$ cat config.mk
export PLATFORM = sky130hd
export DESIGN_NAME = linear_gradient_pixel_core
export DESIGN_NICKNAME = d
export VERILOG_FILES = /design/src/hdl/lgp_pkg.sv /design/src/hdl/lgp_cfg.sv /design/src/hdl/lgp_ramp.sv /design/src/hdl/lgp_div.sv /design/src/hdl/lgp_mix.sv /design/src/hdl/linear_gradient_pixel_core.sv
export SDC_FILE = /design/constraint.sdc
export NUM_CORES = 2
export LEC_CHECK = 0
export BUFFER_PORTS_ARGS = -buffer_cell sky130_fd_sc_hd__buf_4
export CORE_MARGIN = 3
export CORE_UTILIZATION = 65
export CTS_BUF_LIST = sky130_fd_sc_hd__clkbuf_8
export DETAILED_ROUTE_END_ITERATION = 10
export PLACE_DENSITY = 0.81
export SLEW_MARGIN = 20
export SYNTH_ARGS = -nofsm -noshare
export SYNTH_HDL_FRONTEND = slang
export SYNTH_SLANG_ARGS = --single-unit
$ cat constraint.sdc
create_clock -name clk -period 8.3 [get_ports clk]
set_clock_uncertainty 0.05 [all_clocks]
set_input_delay 1.66 -clock clk [delete_from_list [all_inputs] [get_ports clk]]
set_output_delay 1.66 -clock clk [all_outputs]
set_load 0.1 [all_outputs]
$ cat src/hdl/lgp_pkg.sv
// ----------------------------------------------------------------------------
// lgp_pkg
// Shared constants, types and helper functions of the linear gradient core.
// ----------------------------------------------------------------------------
package lgp_pkg;

    localparam int NCH        = 3;
    localparam int CH_B       = 0;
    localparam int CH_G       = 1;
    localparam int CH_R       = 2;

    localparam int POS_W      = 12;
    localparam int NZ_W       = 3;
    localparam int CLR_W      = 8;
    localparam int DIM_W      = 13;
    localparam int DEN_W      = DIM_W + 1;
    localparam int NUM_W      = POS_W + 1;
    localparam int PW         = NUM_W + CLR_W;
    localparam int QW         = 10;
    localparam int CW         = DEN_W + QW - 1;
    localparam int DIV_ST     = QW / 2;
    localparam int SUM_W      = CLR_W + 3;
    localparam int MAX_DIM    = 4096;

    localparam int CFG_IDX_W  = 3;
    localparam int CFG_DATA_W = NCH * CLR_W;
    localparam int IN_DATA_W  = 40;
    localparam int OUT_DATA_W = NCH * CLR_W;

    localparam logic [CFG_IDX_W-1:0] REG_START = 3'd0;
    localparam logic [CFG_IDX_W-1:0] REG_END   = 3'd1;
    localparam logic [CFG_IDX_W-1:0] REG_WIDTH = 3'd2;
    localparam logic [CFG_IDX_W-1:0] REG_HGT   = 3'd3;
    localparam logic [CFG_IDX_W-1:0] REG_DIR   = 3'd4;
    localparam logic [CFG_IDX_W-1:0] REG_NOISE = 3'd5;

    localparam logic [1:0] DIR_VERT = 2'd0;
    localparam logic [1:0] DIR_HORZ = 2'd1;
    localparam logic [1:0] DIR_DIAG = 2'd2;
    localparam logic [1:0] DIR_FLAT = 2'd3;

    typedef struct packed {
        logic [NCH-1:0][CLR_W-1:0] start_clr;
        logic [NCH-1:0][CLR_W-1:0] end_clr;
        logic [DIM_W-1:0]          width;
        logic [DIM_W-1:0]          height;
        logic [1:0]                dir;
        logic                      noise_en;
    } cfg_t;

    typedef struct packed {
        logic [NCH-1:0][NZ_W-1:0] noise;
        logic [POS_W-1:0]         pos_y;
        logic [POS_W-1:0]         pos_x;
    } pix_t;

    typedef struct packed {
        logic [NUM_W-1:0]          num;
        logic [DEN_W-1:0]          den;
        logic [NCH-1:0][CLR_W-1:0] mag;
        logic [NCH-1:0]            neg;
        logic [NCH-1:0][NZ_W-1:0]  noise;
    } term_t;

    typedef struct packed {
        logic [NCH-1:0][PW-1:0]   rem;
        logic [NCH-1:0][QW-1:0]   quo;
        logic [NCH-1:0]           neg;
        logic [DEN_W-1:0]         den;
        logic [NCH-1:0][NZ_W-1:0] noise;
    } quo_t;

    function automatic logic [DEN_W-1:0] sat_dim(input logic [DIM_W-1:0] d);
        logic [DEN_W-1:0] r;
        if (d == '0)
            r = DEN_W'(1);
        else if (d > DIM_W'(MAX_DIM))
            r = DEN_W'(MAX_DIM);
        else
            r = DEN_W'(d);
        return r;
    endfunction

    // one restoring step: bit PW is the quotient bit, the rest the new remainder
    function automatic logic [PW:0] div_step(input logic [PW-1:0] rem,
                                             input logic [CW-1:0] dsh);
        logic [CW-1:0] r;
        logic [PW:0]   res;
        r = CW'(rem);
        if (r >= dsh)
            res = {1'b1, PW'(r - dsh)};
        else
            res = {1'b0, rem};
        return res;
    endfunction

endpackage

$ cat src/hdl/lgp_cfg.sv
// ----------------------------------------------------------------------------
// lgp_cfg
// Configuration register file, written through a plain write port.
// ----------------------------------------------------------------------------
module lgp_cfg
    import lgp_pkg::*;
(
    input  logic                  clk,
    input  logic                  rst_n,
    input  logic                  cfg_we,
    input  logic [CFG_IDX_W-1:0]  cfg_index,
    input  logic [CFG_DATA_W-1:0] cfg_data,
    output cfg_t                  cfg
);

    cfg_t cfg_reg;
    cfg_t cfg_next;

    always_comb
    begin
        cfg_next = cfg_reg;
        if (cfg_we)
        begin
            unique case (cfg_index)
                REG_START: cfg_next.start_clr = cfg_data;
                REG_END:   cfg_next.end_clr   = cfg_data;
                REG_WIDTH: cfg_next.width     = cfg_data[DIM_W-1:0];
                REG_HGT:   cfg_next.height    = cfg_data[DIM_W-1:0];
                REG_DIR:   cfg_next.dir       = cfg_data[1:0];
                REG_NOISE: cfg_next.noise_en  = cfg_data[0];
                default:   cfg_next           = cfg_reg;
            endcase
        end
    end

    always_ff @(posedge clk or negedge rst_n)
    begin
        if (!rst_n)
        begin
            cfg_reg.start_clr <= '0;
            cfg_reg.end_clr   <= '0;
            cfg_reg.width     <= DIM_W'(1);
            cfg_reg.height    <= DIM_W'(1);
            cfg_reg.dir       <= DIR_VERT;
            cfg_reg.noise_en  <= 1'b0;
        end
        else
        begin
            cfg_reg <= cfg_next;
        end
    end

    assign cfg = cfg_reg;

endmodule

$ cat src/hdl/lgp_ramp.sv
// ----------------------------------------------------------------------------
// lgp_ramp
// Ramp term stages: select numerator, denominator and channel deltas, then
// form the product magnitudes.
// ----------------------------------------------------------------------------
module lgp_ramp
    import lgp_pkg::*;
(
    input  logic clk,
    input  logic rst_n,
    input  cfg_t cfg,
    input  logic in_valid,
    output logic in_ready,
    input  pix_t in_data,
    output logic out_valid,
    input  logic out_ready,
    output quo_t out_data
);

    logic  t_vld_reg;
    term_t t_reg;
    term_t t_next;
    logic  p_vld_reg;
    quo_t  p_reg;
    quo_t  p_next;
    logic  t_rdy;
    logic  p_rdy;

    always_comb
    begin
        logic [DEN_W-1:0] w;
        logic [DEN_W-1:0] h;
        logic [CLR_W:0]   d;
        w = sat_dim(cfg.width);
        h = sat_dim(cfg.height);
        t_next.noise = in_data.noise;
        unique case (cfg.dir)
            DIR_VERT:
            begin
                t_next.num = NUM_W'(in_data.pos_y);
                t_next.den = h;
            end
            DIR_HORZ:
            begin
                t_next.num = NUM_W'(in_data.pos_x);
                t_next.den = w;
            end
            DIR_DIAG:
            begin
                t_next.num = NUM_W'(in_data.pos_x) + NUM_W'(in_data.pos_y);
                t_next.den = w + h;
            end
            default:
            begin
                t_next.num = '0;
                t_next.den = DEN_W'(1);
            end
        endcase
        for (int c = 0; c < NCH; c++)
        begin
            d = {1'b0, cfg.end_clr[c]} - {1'b0, cfg.start_clr[c]};
            t_next.neg[c] = d[CLR_W];
            t_next.mag[c] = d[CLR_W] ? CLR_W'(-d) : d[CLR_W-1:0];
        end
    end

    always_comb
    begin
        p_next.neg   = t_reg.neg;
        p_next.den   = t_reg.den;
        p_next.noise = t_reg.noise;
        for (int c = 0; c < NCH; c++)
        begin
            p_next.rem[c] = PW'(t_reg.num) * PW'(t_reg.mag[c]);
            p_next.quo[c] = '0;
        end
    end

    assign p_rdy    = !p_vld_reg || out_ready;
    assign t_rdy    = !t_vld_reg || p_rdy;
    assign in_ready = t_rdy;

    always_ff @(posedge clk or negedge rst_n)
    begin
        if (!rst_n)
        begin
            t_vld_reg <= 1'b0;
            p_vld_reg <= 1'b0;
        end
        else
        begin
            if (t_rdy)
                t_vld_reg <= in_valid;
            if (p_rdy)
                p_vld_reg <= t_vld_reg;
        end
    end

    always_ff @(posedge clk)
    begin
        if (t_rdy && in_valid)
            t_reg <= t_next;
        if (p_rdy && t_vld_reg)
            p_reg <= p_next;
    end

    assign out_valid = p_vld_reg;
    assign out_data  = p_reg;

endmodule

$ cat src/hdl/lgp_div.sv
// ----------------------------------------------------------------------------
// lgp_div
// Restoring divider pipeline, two quotient bits per stage for all channels.
// The top quotient bit flags a quotient too large to matter after clamping.
// ----------------------------------------------------------------------------
module lgp_div
    import lgp_pkg::*;
(
    input  logic clk,
    input  logic rst_n,
    input  logic in_valid,
    output logic in_ready,
    input  quo_t in_data,
    output logic out_valid,
    input  logic out_ready,
    output quo_t out_data
);

    logic            vld_reg  [DIV_ST];
    quo_t            stg_reg  [DIV_ST];
    quo_t            stg_next [DIV_ST];
    quo_t            src      [DIV_ST];
    logic            src_vld  [DIV_ST];
    logic [DIV_ST:0] rdy;

    always_comb
    begin
        rdy[DIV_ST] = out_ready;
        for (int k = DIV_ST - 1; k >= 0; k--)
            rdy[k] = !vld_reg[k] || rdy[k+1];
    end

    genvar k;
    generate
        for (k = 0; k < DIV_ST; k++)
        begin : g_stage
            localparam int HI = QW - 1 - 2 * k;

            if (k == 0)
            begin : g_head
                assign src[k]     = in_data;
                assign src_vld[k] = in_valid;
            end
            else
            begin : g_body
                assign src[k]     = stg_reg[k-1];
                assign src_vld[k] = vld_reg[k-1];
            end

            always_comb
            begin
                logic [PW:0] s1;
                logic [PW:0] s2;
                stg_next[k] = src[k];
                for (int c = 0; c < NCH; c++)
                begin
                    s1 = div_step(src[k].rem[c], CW'(src[k].den) << HI);
                    s2 = div_step(s1[PW-1:0], CW'(src[k].den) << (HI - 1));
                    stg_next[k].rem[c]        = s2[PW-1:0];
                    stg_next[k].quo[c][HI]    = s1[PW];
                    stg_next[k].quo[c][HI-1]  = s2[PW];
                end
            end

            always_ff @(posedge clk or negedge rst_n)
            begin
                if (!rst_n)
                    vld_reg[k] <= 1'b0;
                else if (rdy[k])
                    vld_reg[k] <= src_vld[k];
            end

            always_ff @(posedge clk)
            begin
                if (rdy[k] && src_vld[k])
                    stg_reg[k] <= stg_next[k];
            end
        end
    endgenerate

    assign in_ready  = rdy[0];
    assign out_valid = vld_reg[DIV_ST-1];
    assign out_data  = stg_reg[DIV_ST-1];

endmodule

$ cat src/hdl/lgp_mix.sv
// ----------------------------------------------------------------------------
// lgp_mix
// Output stage: apply sign, add start color and dither, clamp to 0..255.
// ----------------------------------------------------------------------------
module lgp_mix
    import lgp_pkg::*;
(
    input  logic                  clk,
    input  logic                  rst_n,
    input  cfg_t                  cfg,
    input  logic                  in_valid,
    output logic                  in_ready,
    input  quo_t                  in_data,
    output logic                  out_valid,
    input  logic                  out_ready,
    output logic [OUT_DATA_W-1:0] out_data
);

    logic                      vld_reg;
    logic [NCH-1:0][CLR_W-1:0] px_reg;
    logic [NCH-1:0][CLR_W-1:0] px_next;

    always_comb
    begin
        logic [QW-2:0]           qs;
        logic signed [SUM_W-1:0] term;
        logic signed [SUM_W-1:0] nz;
        logic signed [SUM_W-1:0] v;
        for (int c = 0; c < NCH; c++)
        begin
            qs   = in_data.quo[c][QW-1] ? '1 : in_data.quo[c][QW-2:0];
            term = in_data.neg[c] ? -SUM_W'(qs) : SUM_W'(qs);
            nz   = cfg.noise_en ? SUM_W'(signed'(in_data.noise[c])) : '0;
            v    = SUM_W'(cfg.start_clr[c]) + term + nz;
            if (v < 0)
                px_next[c] = '0;
            else if (v > SUM_W'(255))
                px_next[c] = '1;
            else
                px_next[c] = v[CLR_W-1:0];
        end
    end

    assign in_ready = !vld_reg || out_ready;

    always_ff @(posedge clk or negedge rst_n)
    begin
        if (!rst_n)
            vld_reg <= 1'b0;
        else if (in_ready)
            vld_reg <= in_valid;
    end

    always_ff @(posedge clk)
    begin
        if (in_ready && in_valid)
            px_reg <= px_next;
    end

    assign out_valid = vld_reg;
    assign out_data  = {px_reg[CH_B], px_reg[CH_G], px_reg[CH_R]};

endmodule

$ cat src/hdl/linear_gradient_pixel_core.sv
// ----------------------------------------------------------------------------
// linear_gradient_pixel_core
// Linear color gradient pixel generator: one RGB beat out per position beat.
//
//   channel   dir  width  content
//   s_axis    in   40     pos_x, pos_y, noise red, green, blue
//   m_axis    out  24     red, green, blue
//   cfg       in   3+24   register index and write data
//
// One beat per cycle sustained while m_axis accepts; the pipeline stages are:
// ramp select, multiply, five divider stages (two quotient bits each), mix.
// Reset clears all stage valid bits and loads the register defaults.
// A stall on m_axis holds each full stage; empty stages keep filling.
// ----------------------------------------------------------------------------
module linear_gradient_pixel_core
    import lgp_pkg::*;
(
    input  logic                  clk,
    input  logic                  rst_n,
    input  logic                  s_tvalid,
    output logic                  s_tready,
    input  logic [IN_DATA_W-1:0]  s_tdata,   // pos_x, pos_y, noise_red, noise_green, noise_blue
    output logic                  m_tvalid,
    input  logic                  m_tready,
    output logic [OUT_DATA_W-1:0] m_tdata,   // out_red, out_green, out_blue
    input  logic                  cfg_we,
    input  logic [CFG_IDX_W-1:0]  cfg_index,
    input  logic [CFG_DATA_W-1:0] cfg_data
);

    cfg_t cfg;
    pix_t pix;
    logic rp_valid;
    logic rp_ready;
    quo_t rp_data;
    logic dv_valid;
    logic dv_ready;
    quo_t dv_data;

    assign pix.pos_x       = s_tdata[11:0];
    assign pix.pos_y       = s_tdata[23:12];
    assign pix.noise[CH_R] = s_tdata[26:24];
    assign pix.noise[CH_G] = s_tdata[29:27];
    assign pix.noise[CH_B] = s_tdata[32:30];

    lgp_cfg u_cfg (
        .clk       (clk),
        .rst_n     (rst_n),
        .cfg_we    (cfg_we),
        .cfg_index (cfg_index),
        .cfg_data  (cfg_data),
        .cfg       (cfg)
    );

    lgp_ramp u_ramp (
        .clk       (clk),
        .rst_n     (rst_n),
        .cfg       (cfg),
        .in_valid  (s_tvalid),
        .in_ready  (s_tready),
        .in_data   (pix),
        .out_valid (rp_valid),
        .out_ready (rp_ready),
        .out_data  (rp_data)
    );

    lgp_div u_div (
        .clk       (clk),
        .rst_n     (rst_n),
        .in_valid  (rp_valid),
        .in_ready  (rp_ready),
        .in_data   (rp_data),
        .out_valid (dv_valid),
        .out_ready (dv_ready),
        .out_data  (dv_data)
    );

    lgp_mix u_mix (
        .clk       (clk),
        .rst_n     (rst_n),
        .cfg       (cfg),
        .in_valid  (dv_valid),
        .in_ready  (dv_ready),
        .in_data   (dv_data),
        .out_valid (m_tvalid),
        .out_ready (m_tready),
        .out_data  (m_tdata)
    );

    a_ready_when_drained: assert property (@(posedge clk) disable iff (!rst_n)
        !m_tvalid |-> s_tready)
        else $error("input stalled while output stage empty");

    a_div_remainder: assert property (@(posedge clk) disable iff (!rst_n)
        dv_valid |->
            (dv_data.quo[CH_R][QW-1] || (dv_data.rem[CH_R] < PW'(dv_data.den))) &&
            (dv_data.quo[CH_G][QW-1] || (dv_data.rem[CH_G] < PW'(dv_data.den))) &&
            (dv_data.quo[CH_B][QW-1] || (dv_data.rem[CH_B] < PW'(dv_data.den))))
        else $error("divider remainder not below divisor");

endmodule
# Word-level counts from Yosys, hierarchy flattened
# Memory sizes are Yosys's and may differ from the RTL's.
# Index checks and enable logic that the tools add are counted.
# classes
magnitude_cmp,38
multipliers,3
add_sub_neg,47
n_eq_ne,7
n_reduce_logical,34
n_mux,60
# ops
op,n
$mux 22,30
$sub 21x21->21,9
$pmux 27 s3,1
$ge 21x23->1,3
$ge 21x22->1,3
$mux 11,6
$ge 21x14->1,3
$ge 21x15->1,3
$ge 21x16->1,3
$ge 21x17->1,3
$ge 21x18->1,3
$ge 21x19->1,3
$ge 21x20->1,3
$ge 21x21->1,3
$mul 13x8->21,3
$sub 21x14->21,3
$sub 21x15->21,3
$sub 21x16->21,3
$sub 21x17->21,3
$sub 21x18->21,3
$sub 21x19->21,3
$sub 21x20->21,3
$mux 8,6
$mux 13,3
25 further kinds,80
# totals
reg_bits,261
out_inout_bits,26
ram_bits,595
elab_cells,228
inputBits,72
mem_count,1
# memory_table
name,depth,word_bits,rd,rd_ports_with_merged_regs,write_ports,line_no,rtl
u_div.stg_reg,5,119,5,0,5,lgp_div.sv:20,quo_t stg_reg [DIV_ST];

# Longest topological paths before layout
# logic_depth
ltp_word,10
ltp_mapped,26
mapped_depth_nobuf,23

# Modules after synthesis
# A second synthesis with hierarchy kept.
# hier_totals
cells_unflattened,6551
hier_area_um2,65801.9
# by_module_without_submodules
module,area_per_inst_um2,cells_each,seq_area_each_um2,instances
lgp_div,40964.3,4105,16190.5,1
lgp_ramp,17894.7,1804,4614.4,1
lgp_mix,4007.6,475,745.7,1
lgp_cfg,2935.3,167,1929.4,1

# Worst setup path before layout
# No wires, ideal clock.
# synth_timing
kind,input -> register
start,in m_tready
end,"mem u_div.stg_reg[0][357] (netlist bit), enable pin"
arrival_time_ns,7.398
path_stages,2
slack_ns,0.200
setup_time_ns,0.652
path_buffers,0
t_required_ns,7.598
path_cell_list,nor2b_1 > a31oi_1
# synth_lines
item,line_no,rtl
from (decl),linear_gradient_pixel_core.sv:24,"input logic m_tready,"
to (decl),lgp_div.sv:20,

==> results_tabular.tex <==
\begin{tabular}{lr}
\hline
Metric & Value \\
\hline
\multicolumn{2}{l}{\textbf{Run status}} \\
\quad Status & finished clean \\
\multicolumn{2}{l}{\textbf{CTS}} \\
\quad Number of resized instances in the post-cts repair step & 0 \\
\quad Cts hold-fix bufs & 0 \\
\quad Buffer cell driving the clock tree root & sky130\_fd\_sc\_hd\_\_clkbuf\_8 \\
\quad Post-CTS repair timing setup buffer count & 0 \\
\quad Clock buffer count from CTS & around 110 \\
\quad CTS sink cnt & 719 \\
\quad Clock transition time at the flip-flop clock pins of the worst setup and hold paths & 70 ps \\
\quad Clock buffer depth & 3 \\
\quad Clock latency at the later pin of the worst-skew pair & about 800 ps \\
\quad Level count of the clock H-tree & 3 \\
\quad TritonCTS clock tree & done \\
\multicolumn{2}{l}{\textbf{Die}} \\
\quad DIE WIDTH & about 310 um \\
\quad Row count & 111 \\
\quad CORE AREA & 0.09222 mm\^{}2 \\
\quad Initial core utilization & between 60\% and 70\% \\
\quad Total I/O pin count & 98 \\
\quad Y dimension of the die & 311.7 um \\
\quad Total Die Area & 0.09714 mm\^{}2 \\
\multicolumn{2}{l}{\textbf{Yosys}} \\
\quad Unique masters post-synth & 107 \\
\quad Library cell with the largest summed area after synthesis & sky130\_fd\_sc\_hd\_\_edfxtp\_1 \\
\quad Fraction of the yosys area taken by sequential cells & 34.85\% \\
\quad Ys Warns & 0 \\
\quad Cell area after synthesis & about 0.061 mm\^{}2 \\
\quad Cell types with the largest area share after synthesis & sky130\_fd\_sc\_hd\_\_edfxtp\_1, sky130\_fd\_sc\_hd\_\_ha\_1, sky130\_fd\_sc\_hd\_\_fa\_1 \\
\quad FF+latch count, synth & 719 \\
\quad Synthesized area per cell & $\sim$10 um\^{}2 \\
\quad Gate count after technology mapping & 6029 \\
\quad Share of the synthesized area in the top cell type & about a third \\
\quad Number of enable-type register cells in the synthesized netlist & 634 \\
\quad Async set-or-reset flop fraction in the synthesized netlist & 11.82\% \\
\quad Most instantiated flip-flop cell in the synthesis netlist & sky130\_fd\_sc\_hd\_\_edfxtp\_1 \\
\quad Synthesized net count & 6980 \\
\multicolumn{2}{l}{\textbf{Global routing}} \\
\quad Via count of the first global-routing pass & 45540 \\
\quad Global router's overall resource usage & a little under a third \\
\quad Largest net degree at the start of global routing & 74 \\
\quad Total congestion overflow & 0 \\
\quad Initial antenna violation count & 3 \\
\quad Global-route wire length before repair & between 200000 and 250000 um \\
\multicolumn{2}{l}{\textbf{Routing}} \\
\quad Mean routed wirelength per cell & $\sim$21 um \\
\quad Total wirelength of the detailed-routed design & around 160000 um \\
\quad Number of detailed-routing iterations run before antenna repair & 6 \\
\quad DRC violation total after the first TritonRoute iteration & around 3700 \\
\quad Vias & 46360 \\
\quad Final ANT Viol Nets & 0 \\
\quad DRC Markers & 0 \\
\quad Average vias per placed instance & between 6 and 7 \\
\multicolumn{2}{l}{\textbf{Setup path}} \\
\quad Endpoint required time on the critical path & 8760 ps \\
\quad Arrival time worst endpoint & 7280 ps \\
\quad Worst r2r dst & u\_div.stg\_reg[0][212] \\
\quad CP endpoint kind & flip-flop \\
\quad Worst setup SP type & flip-flop \\
\quad Critical register-to-register path startpoint & u\_div.stg\_reg[0][9] \\
\quad Worst Path Class, Setup & flip-flop to flip-flop \\
\quad Worst reg2reg setup slack & approximately 1500 ps \\
\quad Max Fanout on Critical Path & 19 \\
\quad Cell depth of the worst flop-to-flop path & 21 \\
\multicolumn{2}{l}{\textbf{Min path}} \\
\quad Cell count of the worst hold path & 0 \\
\quad Type of the most critical hold path & flip-flop to flip-flop \\
\quad Worst hold path endpoint & u\_ramp.out\_data[24] \\
\quad Hold\_sp & u\_ramp.p\_next[24] \\
\multicolumn{2}{l}{\textbf{Placed design}} \\
\quad Quantity of I/O buffers inserted on ports & 90 \\
\quad Estimated wirelength of the detail-placed design & between 100000 and 150000 um \\
\quad Final estimated routing congestion in global placement & 0.9754 \\
\multicolumn{2}{l}{\textbf{Cells and area}} \\
\quad Synthesis-to-layout area growth & 7.507\% \\
\quad Share of final-layout standard cells stronger than drive strength 1 & approximately 10\% \\
\quad \# nets final & 7107 \\
\quad Flip-flop count of the largest register after layout & around 460 \\
\multicolumn{2}{l}{\textbf{Timing}} \\
\quad Unrepaired setup endpoints after global routing & false \\
\quad Rel. slew slack & 30.22\% \\
\quad Slew Viols, Final & 0 \\
\quad Final Hold Viols & 0 \\
\quad Max Clk Rate & 0.1466 GHz \\
\quad Actual transition at the worst max-transition pin & 1047 ps \\
\quad Post-Route Setup TNS & 0 ps \\
\quad Min Tclk post-route & roughly 6800 ps \\
\quad \# setup viols final & 0 \\
\quad Final worst-path cycle share & 82.20\% \\
\multicolumn{2}{l}{\textbf{Run}} \\
\quad Total of max-cap violations & 0 \\
\hline
\end{tabular}
-- metrics by stage --
| stage | instances | cell area, um^2 | worst slack [ps] | hold WS [ps] | util, % |
|---|---|---|---|---|---|
| after floorplan | 6029 | 60730 | 199.8 | 350.3 | - |
| final | 7494 | 65290 | 1477 | 354.3 | 70.80 |
| after CTS | 7492 | 65270 | 1557 | 355.6 | 70.78 |
| after global placement | 7284 | 62870 | 1630 | 351.2 | 68.18 |
| after global routing | 7493 | 65290 | 1003 | 355.6 | 70.80 |
| after detailed placement | 7284 | 62870 | 1578 | 354.5 | 68.18 |
-- placed cells by master, fill, tap and decap left out, types with 25 or more instances in the layout --
| master | count |
|---|---|
| sky130_fd_sc_hd__nor2_1 | 381 |
| sky130_fd_sc_hd__ha_1 | 622 |
| sky130_fd_sc_hd__and3_1 | 31 |
| sky130_fd_sc_hd__dfrtp_1 | 83 |
| sky130_fd_sc_hd__clkbuf_8 | 120 |
| sky130_fd_sc_hd__nor3_1 | 99 |
| sky130_fd_sc_hd__buf_4 | 142 |
| sky130_fd_sc_hd__and2_1 | 188 |
| sky130_fd_sc_hd__o21ai_0 | 308 |
| sky130_fd_sc_hd__edfxtp_1 | 634 |
| sky130_fd_sc_hd__a21boi_0 | 25 |
| sky130_fd_sc_hd__or3_1 | 45 |
| sky130_fd_sc_hd__o211ai_1 | 28 |
| sky130_fd_sc_hd__xor2_1 | 119 |
| sky130_fd_sc_hd__nor4_1 | 40 |
| sky130_fd_sc_hd__nand4_1 | 56 |
| sky130_fd_sc_hd__fa_1 | 257 |
| sky130_fd_sc_hd__nand2b_1 | 56 |
| sky130_fd_sc_hd__inv_1 | 562 |
| sky130_fd_sc_hd__a211oi_1 | 53 |
| sky130_fd_sc_hd__mux2_2 | 218 |
| sky130_fd_sc_hd__o31ai_1 | 51 |
| sky130_fd_sc_hd__nor2b_1 | 92 |
| sky130_fd_sc_hd__a21o_1 | 163 |
| sky130_fd_sc_hd__a21oi_1 | 359 |
| sky130_fd_sc_hd__nand2_1 | 513 |
| sky130_fd_sc_hd__o21bai_1 | 56 |
| sky130_fd_sc_hd__a31oi_1 | 28 |
| sky130_fd_sc_hd__mux2i_1 | 47 |
| sky130_fd_sc_hd__o21a_1 | 80 |
| sky130_fd_sc_hd__xnor2_1 | 273 |
| sky130_fd_sc_hd__nand3_1 | 86 |
-- metal layers --
layer	share of wire [%]	vias up	global-route usage (%)
met3	6.6	408	4.402
met4	6.3	0	18.26
met5	0	-	0
li1	-	21930	-
met1	40	22320	39.47
met2	47	1705	52.85
-- critical path, cell delays in order (launching register included) --
cell                        delay (ps)
sky130_fd_sc_hd__edfxtp_1          680
sky130_fd_sc_hd__ha_1              260
sky130_fd_sc_hd__inv_1              70
sky130_fd_sc_hd__fa_1              460
sky130_fd_sc_hd__a21oi_1           200
sky130_fd_sc_hd__o22ai_1           170
sky130_fd_sc_hd__o221a_2           290
sky130_fd_sc_hd__a2111oi_0         400
sky130_fd_sc_hd__o21ai_0           240
sky130_fd_sc_hd__a21oi_2           730
sky130_fd_sc_hd__mux2i_1           540
sky130_fd_sc_hd__ha_1              330
sky130_fd_sc_hd__nor2b_1           140
sky130_fd_sc_hd__o21ai_0           210
sky130_fd_sc_hd__a21boi_0          240
sky130_fd_sc_hd__o211ai_1          260
sky130_fd_sc_hd__a21boi_0          160
sky130_fd_sc_hd__o211ai_1          190
sky130_fd_sc_hd__nand2_1           110
sky130_fd_sc_hd__nor2b_1           160
sky130_fd_sc_hd__buf_4             260
sky130_fd_sc_hd__mux2_2            410
-- cells by family after synthesis --
logic type	share of synthesized area, %
xor gates and xnor gates	5.653
AOI/OAI and AO/OA	14.53
DFF	34.85
muxes	5.379
adders and majority gates	21.29
buffers and inverters	4.248
and+or+nand+nor	14.04
-- cell usage after synthesis, types with 13 or more instances --
master / number
sky130_fd_sc_hd__edfxtp_1: 634
sky130_fd_sc_hd__ha_1: 622
sky130_fd_sc_hd__inv_1: 536
sky130_fd_sc_hd__nand2_1: 513
sky130_fd_sc_hd__nor2_1: 383
sky130_fd_sc_hd__a21oi_1: 359
sky130_fd_sc_hd__o21ai_0: 308
sky130_fd_sc_hd__xnor2_1: 273
sky130_fd_sc_hd__fa_1: 257
sky130_fd_sc_hd__mux2_2: 218
sky130_fd_sc_hd__and2_1: 193
sky130_fd_sc_hd__a21o_1: 163
sky130_fd_sc_hd__xor2_1: 119
sky130_fd_sc_hd__clkbuf_1: 103
sky130_fd_sc_hd__nor3_1: 101
sky130_fd_sc_hd__nor2b_1: 94
sky130_fd_sc_hd__nand3_1: 86
sky130_fd_sc_hd__dfrtp_1: 83
sky130_fd_sc_hd__o21a_1: 80
sky130_fd_sc_hd__nand2b_1: 56
sky130_fd_sc_hd__nand4_1: 56
sky130_fd_sc_hd__o21bai_1: 56
sky130_fd_sc_hd__a211oi_1: 53
sky130_fd_sc_hd__o31ai_1: 51
sky130_fd_sc_hd__mux2i_1: 47
sky130_fd_sc_hd__or3_1: 45
sky130_fd_sc_hd__nor4_1: 40
sky130_fd_sc_hd__and3_1: 31
sky130_fd_sc_hd__a31oi_1: 29
sky130_fd_sc_hd__o211ai_1: 28
sky130_fd_sc_hd__a21boi_0: 26
sky130_fd_sc_hd__or2_2: 24
sky130_fd_sc_hd__or4_1: 20
sky130_fd_sc_hd__mux2_1: 19
sky130_fd_sc_hd__a31o_2: 17
sky130_fd_sc_hd__and4_1: 17
sky130_fd_sc_hd__nor3b_1: 16
sky130_fd_sc_hd__o31a_1: 14
sky130_fd_sc_hd__buf_2: 13
-- cell type report --
cell class | count | area [um^2]
Multi-Input combinational cell | 4638 | 37060
Timing Repair Buffer | 142 | 1066
Sequential cell | 719 | 21170
Inverter | 542 | 2034
Antenna cell | 2 | 5.005
Clock inverter | 88 | 749.5
Clock buffer | 120 | 1652
Fill cell | 6720 | 26930
Tap cell | 1243 | 1555
-- worst max path at each step --
stage	startpoint	end	cells past startpoint
after global placement	u_ramp.out_data[9]	u_div.stg_reg[0][76]	21
after detailed placement	u_ramp.out_data[9]	u_div.stg_reg[0][76]	21
after floorplan	m_tready	u_div.stg_reg[0][357]	2
final	u_div.stg_reg[0][9]	u_div.stg_reg[0][212]	21
after global routing	u_div.stg_reg[0][9]	u_div.stg_reg[0][213]	21
after CTS	u_ramp.out_data[9]	u_div.stg_reg[0][76]	21
Power is not shown: default switching activity piles up to over one toggle a cycle in this logic, so the estimate is an artifact.
